<file path="src/rapg_pkg.sv">
package rapg_pkg;

   // CORDIC sizing
   localparam int CORDIC_ITERS = 16;
   localparam int ITER_W       = 4;

   // Q2.30 start value that cancels the CORDIC gain
   localparam logic signed [33:0] CORDIC_GAIN = 34'sd652032874;

   // rounding half for a right shift by 15
   localparam int Q15_HALF = 16384;

   // armor count that selects the second radius and height
   localparam int PAIR_COUNT = 4;

   // controller to datapath commands
   typedef struct packed {
      logic load;
      logic init;
      logic rotate;
      logic scale;
      logic mul_x;
      logic mul_y;
      logic emit;
   } rapg_cmd_type;

   // datapath to controller status
   typedef struct packed {
      logic empty;
      logic rot_done;
      logic last;
   } rapg_status_type;

   // atan(2^-k) with a full turn equal to 2^32
   function automatic logic [31:0] atan_turn32(input logic [ITER_W-1:0] k);
      logic [31:0] a;
      case (k)
         4'd0:    a = 32'd536870912;
         4'd1:    a = 32'd316933406;
         4'd2:    a = 32'd167458907;
         4'd3:    a = 32'd85004756;
         4'd4:    a = 32'd42667331;
         4'd5:    a = 32'd21354465;
         4'd6:    a = 32'd10679838;
         4'd7:    a = 32'd5340245;
         4'd8:    a = 32'd2670163;
         4'd9:    a = 32'd1335087;
         4'd10:   a = 32'd667544;
         4'd11:   a = 32'd333772;
         4'd12:   a = 32'd166886;
         4'd13:   a = 32'd83443;
         4'd14:   a = 32'd41722;
         default: a = 32'd20861;
      endcase
      return a;
   endfunction

endpackage

</file>
<file path="src/ring_armor_pose_generator.sv">
// Ring armor pose generator. A request (start high while busy is low) gives a
// target's center, heading, two radii, a second height and an armor count; the
// block answers with one result per armor, strobed on rsp_valid for exactly one
// cycle, in ring order, with rsp_last_armor on the final one. There is no way to
// hold results off, so the receiver must take each strobe as it comes. Each armor
// runs the 16 iterations of the shared CORDIC plus setup, scaling, two passes
// through the single multiplier and the emit step; busy drops in the cycle the
// last result is strobed (after setup alone when the count is zero), so the next
// request can be taken at the end of that same cycle.
module ring_armor_pose_generator #(
   parameter int MAX_ARMORS = 4,
   parameter int ANGLE_BITS = 16
) (
   input  logic               clock,
   input  logic               reset,
   input  logic               start,
   output logic               busy,
   input  logic signed [31:0] req_center_x,
   input  logic signed [31:0] req_center_y,
   input  logic signed [31:0] req_center_z,
   input  logic signed [15:0] req_heading,
   input  logic [19:0]        req_radius_first,
   input  logic [19:0]        req_radius_second,
   input  logic signed [31:0] req_height_second,
   input  logic [2:0]         req_armor_count,
   output logic               rsp_valid,
   output logic signed [31:0] rsp_armor_x,
   output logic signed [31:0] rsp_armor_y,
   output logic signed [31:0] rsp_armor_z,
   output logic signed [15:0] rsp_armor_angle,
   output logic [1:0]         rsp_armor_index,
   output logic               rsp_last_armor
);
   import rapg_pkg::*;

   rapg_cmd_type    cmd;
   rapg_status_type status;

   rapg_ctrl u_ctrl (
      .clock  (clock),
      .reset  (reset),
      .start  (start),
      .status (status),
      .busy   (busy),
      .cmd    (cmd)
   );

   rapg_datapath #(
      .MAX_ARMORS (MAX_ARMORS),
      .ANGLE_BITS (ANGLE_BITS)
   ) u_datapath (
      .clock             (clock),
      .reset             (reset),
      .cmd               (cmd),
      .status            (status),
      .req_center_x      (req_center_x),
      .req_center_y      (req_center_y),
      .req_center_z      (req_center_z),
      .req_heading       (req_heading),
      .req_radius_first  (req_radius_first),
      .req_radius_second (req_radius_second),
      .req_height_second (req_height_second),
      .req_armor_count   (req_armor_count),
      .rsp_valid         (rsp_valid),
      .rsp_armor_x       (rsp_armor_x),
      .rsp_armor_y       (rsp_armor_y),
      .rsp_armor_z       (rsp_armor_z),
      .rsp_armor_angle   (rsp_armor_angle),
      .rsp_armor_index   (rsp_armor_index),
      .rsp_last_armor    (rsp_last_armor)
   );

endmodule

</file>
<file path="src/rapg_cordic.sv">
module rapg_cordic (
   input  logic               clock,
   input  logic               reset,
   input  logic               init,
   input  logic               step,
   input  logic [31:0]        phase,
   output logic               done,
   output logic signed [15:0] cos_q15,
   output logic signed [15:0] sin_q15
);
   import rapg_pkg::*;

   logic [ITER_W-1:0]  iter_ff, iter_in;
   logic signed [33:0] x_ff, x_in, y_ff, y_in;
   logic signed [32:0] z_ff, z_in;
   logic               flip_ff, flip_in;
   logic               flip_now;
   logic [31:0]        t_fold;
   logic signed [33:0] x_sh, y_sh;
   logic signed [32:0] atan_k;
   logic signed [15:0] cos_abs, sin_abs;

   // round Q2.30 to Q1.15 and clamp to +-32767
   function automatic logic signed [15:0] to_q15(input logic signed [33:0] v);
      logic signed [33:0] s;
      logic signed [18:0] r;
      s = v + 34'(Q15_HALF);
      r = 19'(s >>> 15);
      if (r > 19'sd32767) r = 19'sd32767;
      if (r < -19'sd32767) r = -19'sd32767;
      return 16'(r);
   endfunction

   // fold the second and third quadrants onto the first and fourth
   always_comb begin
      flip_now = phase[31] ^ phase[30];
      t_fold   = {phase[31] ^ flip_now, phase[30:0]};
      x_sh     = x_ff >>> iter_ff;
      y_sh     = y_ff >>> iter_ff;
      atan_k   = 33'(atan_turn32(iter_ff));
   end

   // one micro-rotation per cycle while step is high
   always_comb begin
      x_in    = x_ff;
      y_in    = y_ff;
      z_in    = z_ff;
      flip_in = flip_ff;
      iter_in = iter_ff;
      if (init) begin
         x_in    = CORDIC_GAIN;
         y_in    = '0;
         z_in    = 33'($signed(t_fold));
         flip_in = flip_now;
         iter_in = '0;
      end else if (step) begin
         if (!z_ff[32]) begin
            x_in = x_ff - y_sh;
            y_in = y_ff + x_sh;
            z_in = z_ff - atan_k;
         end else begin
            x_in = x_ff + y_sh;
            y_in = y_ff - x_sh;
            z_in = z_ff + atan_k;
         end
         iter_in = iter_ff + ITER_W'(1);
      end
   end

   always_ff @(posedge clock) begin
      if (reset) begin
         iter_ff <= '0;
      end else begin
         iter_ff <= iter_in;
      end
   end

   always_ff @(posedge clock) begin
      x_ff    <= x_in;
      y_ff    <= y_in;
      z_ff    <= z_in;
      flip_ff <= flip_in;
   end

   // results, negated back for folded angles
   always_comb begin
      done    = (iter_ff == ITER_W'(CORDIC_ITERS - 1));
      cos_abs = to_q15(x_ff);
      sin_abs = to_q15(y_ff);
      cos_q15 = flip_ff ? -cos_abs : cos_abs;
      sin_q15 = flip_ff ? -sin_abs : sin_abs;
   end

endmodule

</file>
<file path="src/rapg_datapath.sv">
module rapg_datapath #(
   parameter int MAX_ARMORS = 4,
   parameter int ANGLE_BITS = 16
) (
   input  logic                      clock,
   input  logic                      reset,
   input  rapg_pkg::rapg_cmd_type    cmd,
   output rapg_pkg::rapg_status_type status,
   input  logic signed [31:0]        req_center_x,
   input  logic signed [31:0]        req_center_y,
   input  logic signed [31:0]        req_center_z,
   input  logic signed [15:0]        req_heading,
   input  logic [19:0]               req_radius_first,
   input  logic [19:0]               req_radius_second,
   input  logic signed [31:0]        req_height_second,
   input  logic [2:0]                req_armor_count,
   output logic                      rsp_valid,
   output logic signed [31:0]        rsp_armor_x,
   output logic signed [31:0]        rsp_armor_y,
   output logic signed [31:0]        rsp_armor_z,
   output logic signed [15:0]        rsp_armor_angle,
   output logic [1:0]                rsp_armor_index,
   output logic                      rsp_last_armor
);
   import rapg_pkg::*;

   localparam int CNT_W = $clog2(MAX_ARMORS + 1);
   localparam int IDX_W = $clog2(MAX_ARMORS);
   localparam int UP    = (ANGLE_BITS >= 16) ? ANGLE_BITS - 16 : 0;
   localparam int DN    = (ANGLE_BITS < 16) ? 16 - ANGLE_BITS : 0;
   localparam int AW    = ANGLE_BITS + 16;

   // request registers
   logic signed [31:0] cx_ff, cy_ff, cz_ff, z1_ff;
   logic [15:0]        head_ff;
   logic [19:0]        r0_ff, r1_ff;
   logic [CNT_W-1:0]   count_ff, count_in;
   logic [IDX_W-1:0]   idx_ff;

   // per-armor working registers
   logic [15:0]        angle_ff;
   logic signed [15:0] cos_ff, sin_ff;
   logic signed [36:0] prod_ff, prod_in;
   logic signed [31:0] ax_ff;

   // result registers
   logic               rsp_valid_ff;
   logic signed [31:0] rsp_x_ff, rsp_y_ff, rsp_z_ff;
   logic [15:0]        rsp_angle_ff;
   logic [1:0]         rsp_index_ff;
   logic               rsp_last_ff;

   logic [ANGLE_BITS-1:0] step_tab [MAX_ARMORS + 1][MAX_ARMORS];
   logic [ANGLE_BITS-1:0] hphase, phase;
   logic [AW-1:0]         head_wide, angle_wide;
   logic [31:0]           phase32;
   logic [15:0]           angle16;
   logic                  pair;
   logic [19:0]           r_sel;
   logic signed [15:0]    trig_sel;
   logic signed [36:0]    round_sum;
   logic signed [21:0]    offset;
   logic signed [31:0]    center_sel;
   logic signed [32:0]    diff;
   logic signed [31:0]    pos_sat;
   logic                  rot_done;
   logic signed [15:0]    cord_cos, cord_sin;

   // angular step of armor i among c armors, rounded half up
   for (genvar c = 0; c <= MAX_ARMORS; c++) begin : g_cnt
      for (genvar i = 0; i < MAX_ARMORS; i++) begin : g_idx
         if (c == 0) begin : g_zero
            assign step_tab[c][i] = '0;
         end else begin : g_val
            localparam int StepVal = (i * (1 << ANGLE_BITS) + c / 2) / c;
            assign step_tab[c][i] = ANGLE_BITS'(StepVal);
         end
      end
   end

   function automatic logic signed [31:0] sat32(input logic signed [32:0] v);
      logic signed [31:0] r;
      if (v[32] != v[31]) r = v[32] ? 32'sh8000_0000 : 32'sh7FFF_FFFF;
      else r = v[31:0];
      return r;
   endfunction

   // count saturation at load
   always_comb begin
      if (32'(req_armor_count) > MAX_ARMORS) count_in = CNT_W'(MAX_ARMORS);
      else count_in = CNT_W'(req_armor_count);
   end

   // phase of the current armor
   always_comb begin
      head_wide  = (AW'(head_ff) << UP) >> DN;
      hphase     = head_wide[ANGLE_BITS-1:0];
      phase      = hphase + step_tab[count_ff][idx_ff];
      phase32    = 32'(phase) << (32 - ANGLE_BITS);
      angle_wide = (AW'(phase) >> UP) << DN;
      angle16    = angle_wide[15:0];
   end

   // second pair selection, shared multiplier and saturation
   always_comb begin
      pair       = (32'(count_ff) == PAIR_COUNT) &&
                   ((32'(idx_ff) == 1) || (32'(idx_ff) == 3));
      r_sel      = pair ? r1_ff : r0_ff;
      trig_sel   = cmd.mul_y ? sin_ff : cos_ff;
      prod_in    = 37'($signed({1'b0, r_sel})) * 37'(trig_sel);
      round_sum  = prod_ff + 37'(Q15_HALF);
      offset     = 22'(round_sum >>> 15);
      center_sel = cmd.emit ? cy_ff : cx_ff;
      diff       = 33'(center_sel) - 33'(offset);
      pos_sat    = sat32(diff);
   end

   rapg_cordic u_cordic (
      .clock   (clock),
      .reset   (reset),
      .init    (cmd.init),
      .step    (cmd.rotate),
      .phase   (phase32),
      .done    (rot_done),
      .cos_q15 (cord_cos),
      .sin_q15 (cord_sin)
   );

   always_comb begin
      status.empty    = (count_ff == '0);
      status.rot_done = rot_done;
      status.last     = ((CNT_W'(idx_ff) + CNT_W'(1)) == count_ff);
   end

   // result strobe
   always_ff @(posedge clock) begin
      if (reset) begin
         rsp_valid_ff <= 1'b0;
      end else begin
         rsp_valid_ff <= cmd.emit;
      end
   end

   // payload registers
   always_ff @(posedge clock) begin
      if (cmd.load) begin
         cx_ff    <= req_center_x;
         cy_ff    <= req_center_y;
         cz_ff    <= req_center_z;
         head_ff  <= req_heading;
         r0_ff    <= req_radius_first;
         r1_ff    <= req_radius_second;
         z1_ff    <= req_height_second;
         count_ff <= count_in;
         idx_ff   <= '0;
      end
      if (cmd.init) begin
         angle_ff <= angle16;
      end
      if (cmd.scale) begin
         cos_ff <= cord_cos;
         sin_ff <= cord_sin;
      end
      if (cmd.mul_x || cmd.mul_y) begin
         prod_ff <= prod_in;
      end
      if (cmd.mul_y) begin
         ax_ff <= pos_sat;
      end
      if (cmd.emit) begin
         rsp_x_ff     <= ax_ff;
         rsp_y_ff     <= pos_sat;
         rsp_z_ff     <= pair ? z1_ff : cz_ff;
         rsp_angle_ff <= angle_ff;
         rsp_index_ff <= 2'(idx_ff);
         rsp_last_ff  <= status.last;
         idx_ff       <= idx_ff + IDX_W'(1);
      end
   end

   assign rsp_valid       = rsp_valid_ff;
   assign rsp_armor_x     = rsp_x_ff;
   assign rsp_armor_y     = rsp_y_ff;
   assign rsp_armor_z     = rsp_z_ff;
   assign rsp_armor_angle = rsp_angle_ff;
   assign rsp_armor_index = rsp_index_ff;
   assign rsp_last_armor  = rsp_last_ff;

   // each armor passes through init, rotation, scale and multiply states between emits, so strobes never touch
   a_strobe_single: assert property (@(posedge clock) disable iff (reset)
      rsp_valid_ff |=> !rsp_valid_ff)
      else $error("result strobe held for two cycles");

endmodule

</file>
<file path="src/rapg_ctrl.sv">
module rapg_ctrl (
   input  logic                      clock,
   input  logic                      reset,
   input  logic                      start,
   input  rapg_pkg::rapg_status_type status,
   output logic                      busy,
   output rapg_pkg::rapg_cmd_type    cmd
);
   import rapg_pkg::*;

   typedef enum logic [2:0] {
      ST_IDLE,
      ST_INIT,
      ST_ROTATE,
      ST_SCALE,
      ST_MUL_X,
      ST_MUL_Y,
      ST_EMIT
   } state_type;

   state_type state_ff, state_in;
   logic      busy_ff;

   // sequencing: init, 16 rotations, scale, two multiplies, emit per armor
   always_comb begin
      state_in = state_ff;
      cmd      = '0;
      unique case (state_ff)
         ST_IDLE: begin
            if (start) begin
               cmd.load = 1'b1;
               state_in = ST_INIT;
            end
         end
         ST_INIT: begin
            cmd.init = 1'b1;
            state_in = status.empty ? ST_IDLE : ST_ROTATE;
         end
         ST_ROTATE: begin
            cmd.rotate = 1'b1;
            if (status.rot_done) state_in = ST_SCALE;
         end
         ST_SCALE: begin
            cmd.scale = 1'b1;
            state_in  = ST_MUL_X;
         end
         ST_MUL_X: begin
            cmd.mul_x = 1'b1;
            state_in  = ST_MUL_Y;
         end
         ST_MUL_Y: begin
            cmd.mul_y = 1'b1;
            state_in  = ST_EMIT;
         end
         ST_EMIT: begin
            cmd.emit = 1'b1;
            state_in = status.last ? ST_IDLE : ST_INIT;
         end
         default: begin
            state_in = ST_IDLE;
         end
      endcase
   end

   always_ff @(posedge clock) begin
      if (reset) begin
         state_ff <= ST_IDLE;
         busy_ff  <= 1'b0;
      end else begin
         state_ff <= state_in;
         busy_ff  <= (state_in != ST_IDLE);
      end
   end

   assign busy = busy_ff;

   a_rotate_holds: assert property (@(posedge clock) disable iff (reset)
      (state_ff == ST_ROTATE) && !status.rot_done |=> (state_ff == ST_ROTATE))
      else $error("rotation left before the last iteration");

   a_last_frees: assert property (@(posedge clock) disable iff (reset)
      cmd.emit && status.last |=> !busy_ff)
      else $error("still busy after the final armor");

   a_busy_from_start: assert property (@(posedge clock) disable iff (reset)
      $rose(busy_ff) |-> $past(start))
      else $error("busy rose without a request");

endmodule
</file>
<file path="config.mk">
export PLATFORM = sky130hd
export DESIGN_NAME = ring_armor_pose_generator
export DESIGN_NICKNAME = d
export VERILOG_FILES = /design/src/rapg_pkg.sv /design/src/ring_armor_pose_generator.sv /design/src/rapg_cordic.sv /design/src/rapg_datapath.sv /design/src/rapg_ctrl.sv
export SDC_FILE = /design/constraint.sdc
export NUM_CORES = 2
export LEC_CHECK = 0
export BUFFER_PORTS_ARGS = -buffer_cell sky130_fd_sc_hd__buf_4
export CORE_UTILIZATION = 57
export CTS_CLUSTER_SIZE = 24
export DETAILED_ROUTE_END_ITERATION = 6
export PLACE_DENSITY = 0.79
export RECOVER_POWER = 25
export SLEW_MARGIN = 20
export SYNTH_ARGS = -nofsm -noshare
export SYNTH_HDL_FRONTEND = slang
export SYNTH_HIERARCHICAL = 1
export SYNTH_SLANG_ARGS = --single-unit
</file>
<file path="constraint.sdc">
create_clock -name clock -period 18.04 [get_ports clock]
set_input_delay 3.608 -clock clock [delete_from_list [all_inputs] [get_ports clock]]
set_output_delay 3.608 -clock clock [all_outputs]
set_load 0.005 [all_outputs]
</file>
==> impl_metrics.tcl <==
set metrics [dict create \
    via_per_inst 6.074 \
    antenna_found_initial 1 \
    synthesis.area_mm2 0.04538 \
    crit_family "adder cells" \
    nFillCells 6283 \
    slowest_delay_ns 2.74 \
    gp_congestion 1.001 \
    critical_path.max_fanout 54 \
    ys_types 124 \
    hold_buffers 0 \
    hp-class "reg2reg" \
    ir_drop_mv 0.2186 \
    rows 103 \
    start_util 0.5753 \
    clk_latency_ns 0.67 \
    cp_slowest_cell "clkbuf_1" \
    final.min_clock_period_ns 12.22 \
    grt_pass1_vias 34500 \
    drtAntennaViolNets 0 \
    core_area_mm2 0.07887 \
    chipWidth_um 284.1 \
    whs_ns 0.3810 \
    final_common_cell "nand2_1" \
    cts.clk_slew.worst_paths_ns 0.07 \
    grt_max_degree 142 \
    num_vias 35450 \
    setup_ws_ns 5.825 \
    p_leak_nw 21.38 \
    finalCritPeriodShare 0.6771 \
    worstSetupStartpointType "flop" \
    ios 307 \
    path_buf_inv 5 \
    area_growth_pct 10.78 \
    firstDrtPassIters 7 \
    fmaxAchievable_mhz 81.87 \
    die_area_mm2 0.08074 \
    violations "DRC, capacitance limit, slew limit" \
    insertedDiodeCount 0 \
    setup_viol 0 \
    tightest_slew_ns 6.528 \
    async_reset_ff_frac 0 \
    dp_slack_ns 9.077 \
    cp_common_cell "fa_1" \
    setup_tns_ns 0 \
    drc 8 \
    track_usage 0.2950 \
    drt-initial-drc-count 3336 \
    total_power_w 0.008656 \
    slew_violations 404 \
    layout_common_cells "nand2_1 (480), edfxtp_1 (441), inv_1 (405)" \
    syn_area_per_cell_um2 10.02 \
    ys_ff_latch 548 \
    synth_edf_count 441 \
    syn-instance-count 4527 \
    grt_overflow 0 \
    finalHoldViolations 0 \
    powerDensity_mw_per_mm2 172.2 \
    grt_pass1_wl_mm 189.4 \
    fin_skew_ns 0.06094 \
    seq_area_frac_synth 0.3391 \
    io_buffers 306 \
    cts_tree "yes" \
    yosysWarnings 6 \
    outcome "complete, but fails checks" \
    dp_hpwl_mm 90.35 \
    wl_mm 120.9 \
    die_height_um 284.1 \
    synth-main-ff-cell "edfxtp_1" \
    cts_made_buffers 58 \
    endpoint_kind "flop" \
    rsz0062_at_grt "false" \
    cp.required_ns 18.43 \
    routedWlPerCell_um 20.72 \
    path_class "reg2reg" \
    cts_buffer_depth 3 \
    maxCapViolations 8 \
    drive_above_1_share 0.1513 \
    h-tree-depth 2 \
    max_slew_margin -3.352 \
    post_cts_resized 0 \
    fin_nets 5470 \
    cts_setup_buffers 0 \
    arrival_ns 12.61 \
    clock-root-buffer "clkbuf_16" \
    cts.sinks 548 \
]
[kinds of logic (layout without fill, tap and decap cells)]
kind of cell / after synthesis / count (layout) / synth area share
simple gates: 1305 / 1305 / 0.1338
compound gates: 884 / 884 / 0.1286
buf+inv: 616 / 860 / 0.05573
fa+ha+maj: 553 / 553 / 0.1943
flops: 548 / 548 / 0.3391
mux: 318 / 318 / 0.09003
xor+xnor: 302 / 302 / 0.05846
other cells: 1 / 16 / 0.00008264
[sequential cells by signal (all words and copies together), names as in the netlist, 4 cells and up]
register,flops
u_datapath/ax_ff,32
u_datapath/rsp_armor_y,32
u_datapath/u_cordic/y_ff,34
u_datapath/cx_ff,32
u_datapath/cy_ff,32
u_datapath/sin_ff,16
u_datapath/u_cordic/atan_k,30
u_datapath/cz_ff,32
u_datapath/rsp_armor_z,32
u_datapath/head_ff,16
u_datapath/rsp_armor_angle,16
u_datapath/r0_ff,20
u_datapath/cos_ff,16
u_datapath/prod_ff,23
u_datapath/angle_ff,16
u_datapath/rsp_armor_x,32
u_datapath/z1_ff,32
u_datapath/u_cordic/z_ff,33
u_datapath/u_cordic/x_ff,34
u_datapath/r1_ff,20
u_datapath/u_cordic/iter_ff,4
[synth_stat cells (all sizes together), types with 79 or more instances]
cell | instances | area (um2)
xnor2 | 161 | 1418
dfxtp | 107 | 2142
nor2 | 390 | 1471
inv | 406 | 1524
fa | 254 | 5085
mux2 | 139 | 1580
edfxtp | 441 | 13240
mux2i | 123 | 1244
xor2 | 141 | 1235
o21ai | 205 | 1079
nand2 | 482 | 1819
ha | 290 | 3628
a21oi | 261 | 1333
clkbuf | 128 | 480.5
a21o | 79 | 593.1
[stage by stage]
stage | area (um2) | cells | util
after floorplan | 45440 | 4542 | -
after global placement | 48360 | 5725 | 0.6132
after detailed placement | 48370 | 5725 | 0.6132
after CTS | 50280 | 5835 | 0.6376
after global routing | 50270 | 5836 | 0.6374
final | 50270 | 5836 | 0.6374
[path summary, 6_finish.rpt]
check	startpoint	to	slack (ns)	cells past startpoint
hold reg to reg	u_datapath/angle_ff[3]$_DFFE_PP_	u_datapath/rsp_armor_angle[3]$_DFFE_PP_	0.38	0
setup / recovery	u_datapath/idx_ff[0]$_SDFFCE_PN0P_	u_datapath/prod_ff[34]$_DFFE_PP_	5.82	26
hold / removal	u_datapath/angle_ff[3]$_DFFE_PP_	u_datapath/rsp_armor_angle[3]$_DFFE_PP_	0.38	0
setup reg to reg	u_datapath/idx_ff[0]$_SDFFCE_PN0P_	u_datapath/prod_ff[34]$_DFFE_PP_	5.82	26
[power breakdown]
| group | total, W | internal, W | switching [W] |
|---|---|---|---|
| Combinational | 0.00549 | 0.00233 | 0.00315 |
| Clock | 0.00120 | 0.000664 | 0.000535 |
| Sequential | 0.00197 | 0.00172 | 0.000254 |
[metal layers]
metal | share of wire | track usage | vias to the layer above
met3 | 0.086 | 0.05449 | 250
li1 | - | - | 16380
met4 | 0.033 | 0.09852 | 2
met1 | 0.39 | 0.3832 | 17250
met2 | 0.49 | 0.4959 | 1568
met5 | 0.00011 | 0 | -
[final cells by class]
type	instances	area (um2)	share of cell area
multi-input combinational	3378	27560	0.5483
sequential	548	15390	0.3063
timing repair buffer	340	2541	0.05055
inverter	410	1539	0.03062
clock buffer	66	1503	0.02989
tap	1050	1314	0.02614
clock inverter	44	416.7	0.008289
Power figures use the tool's default switching activity.
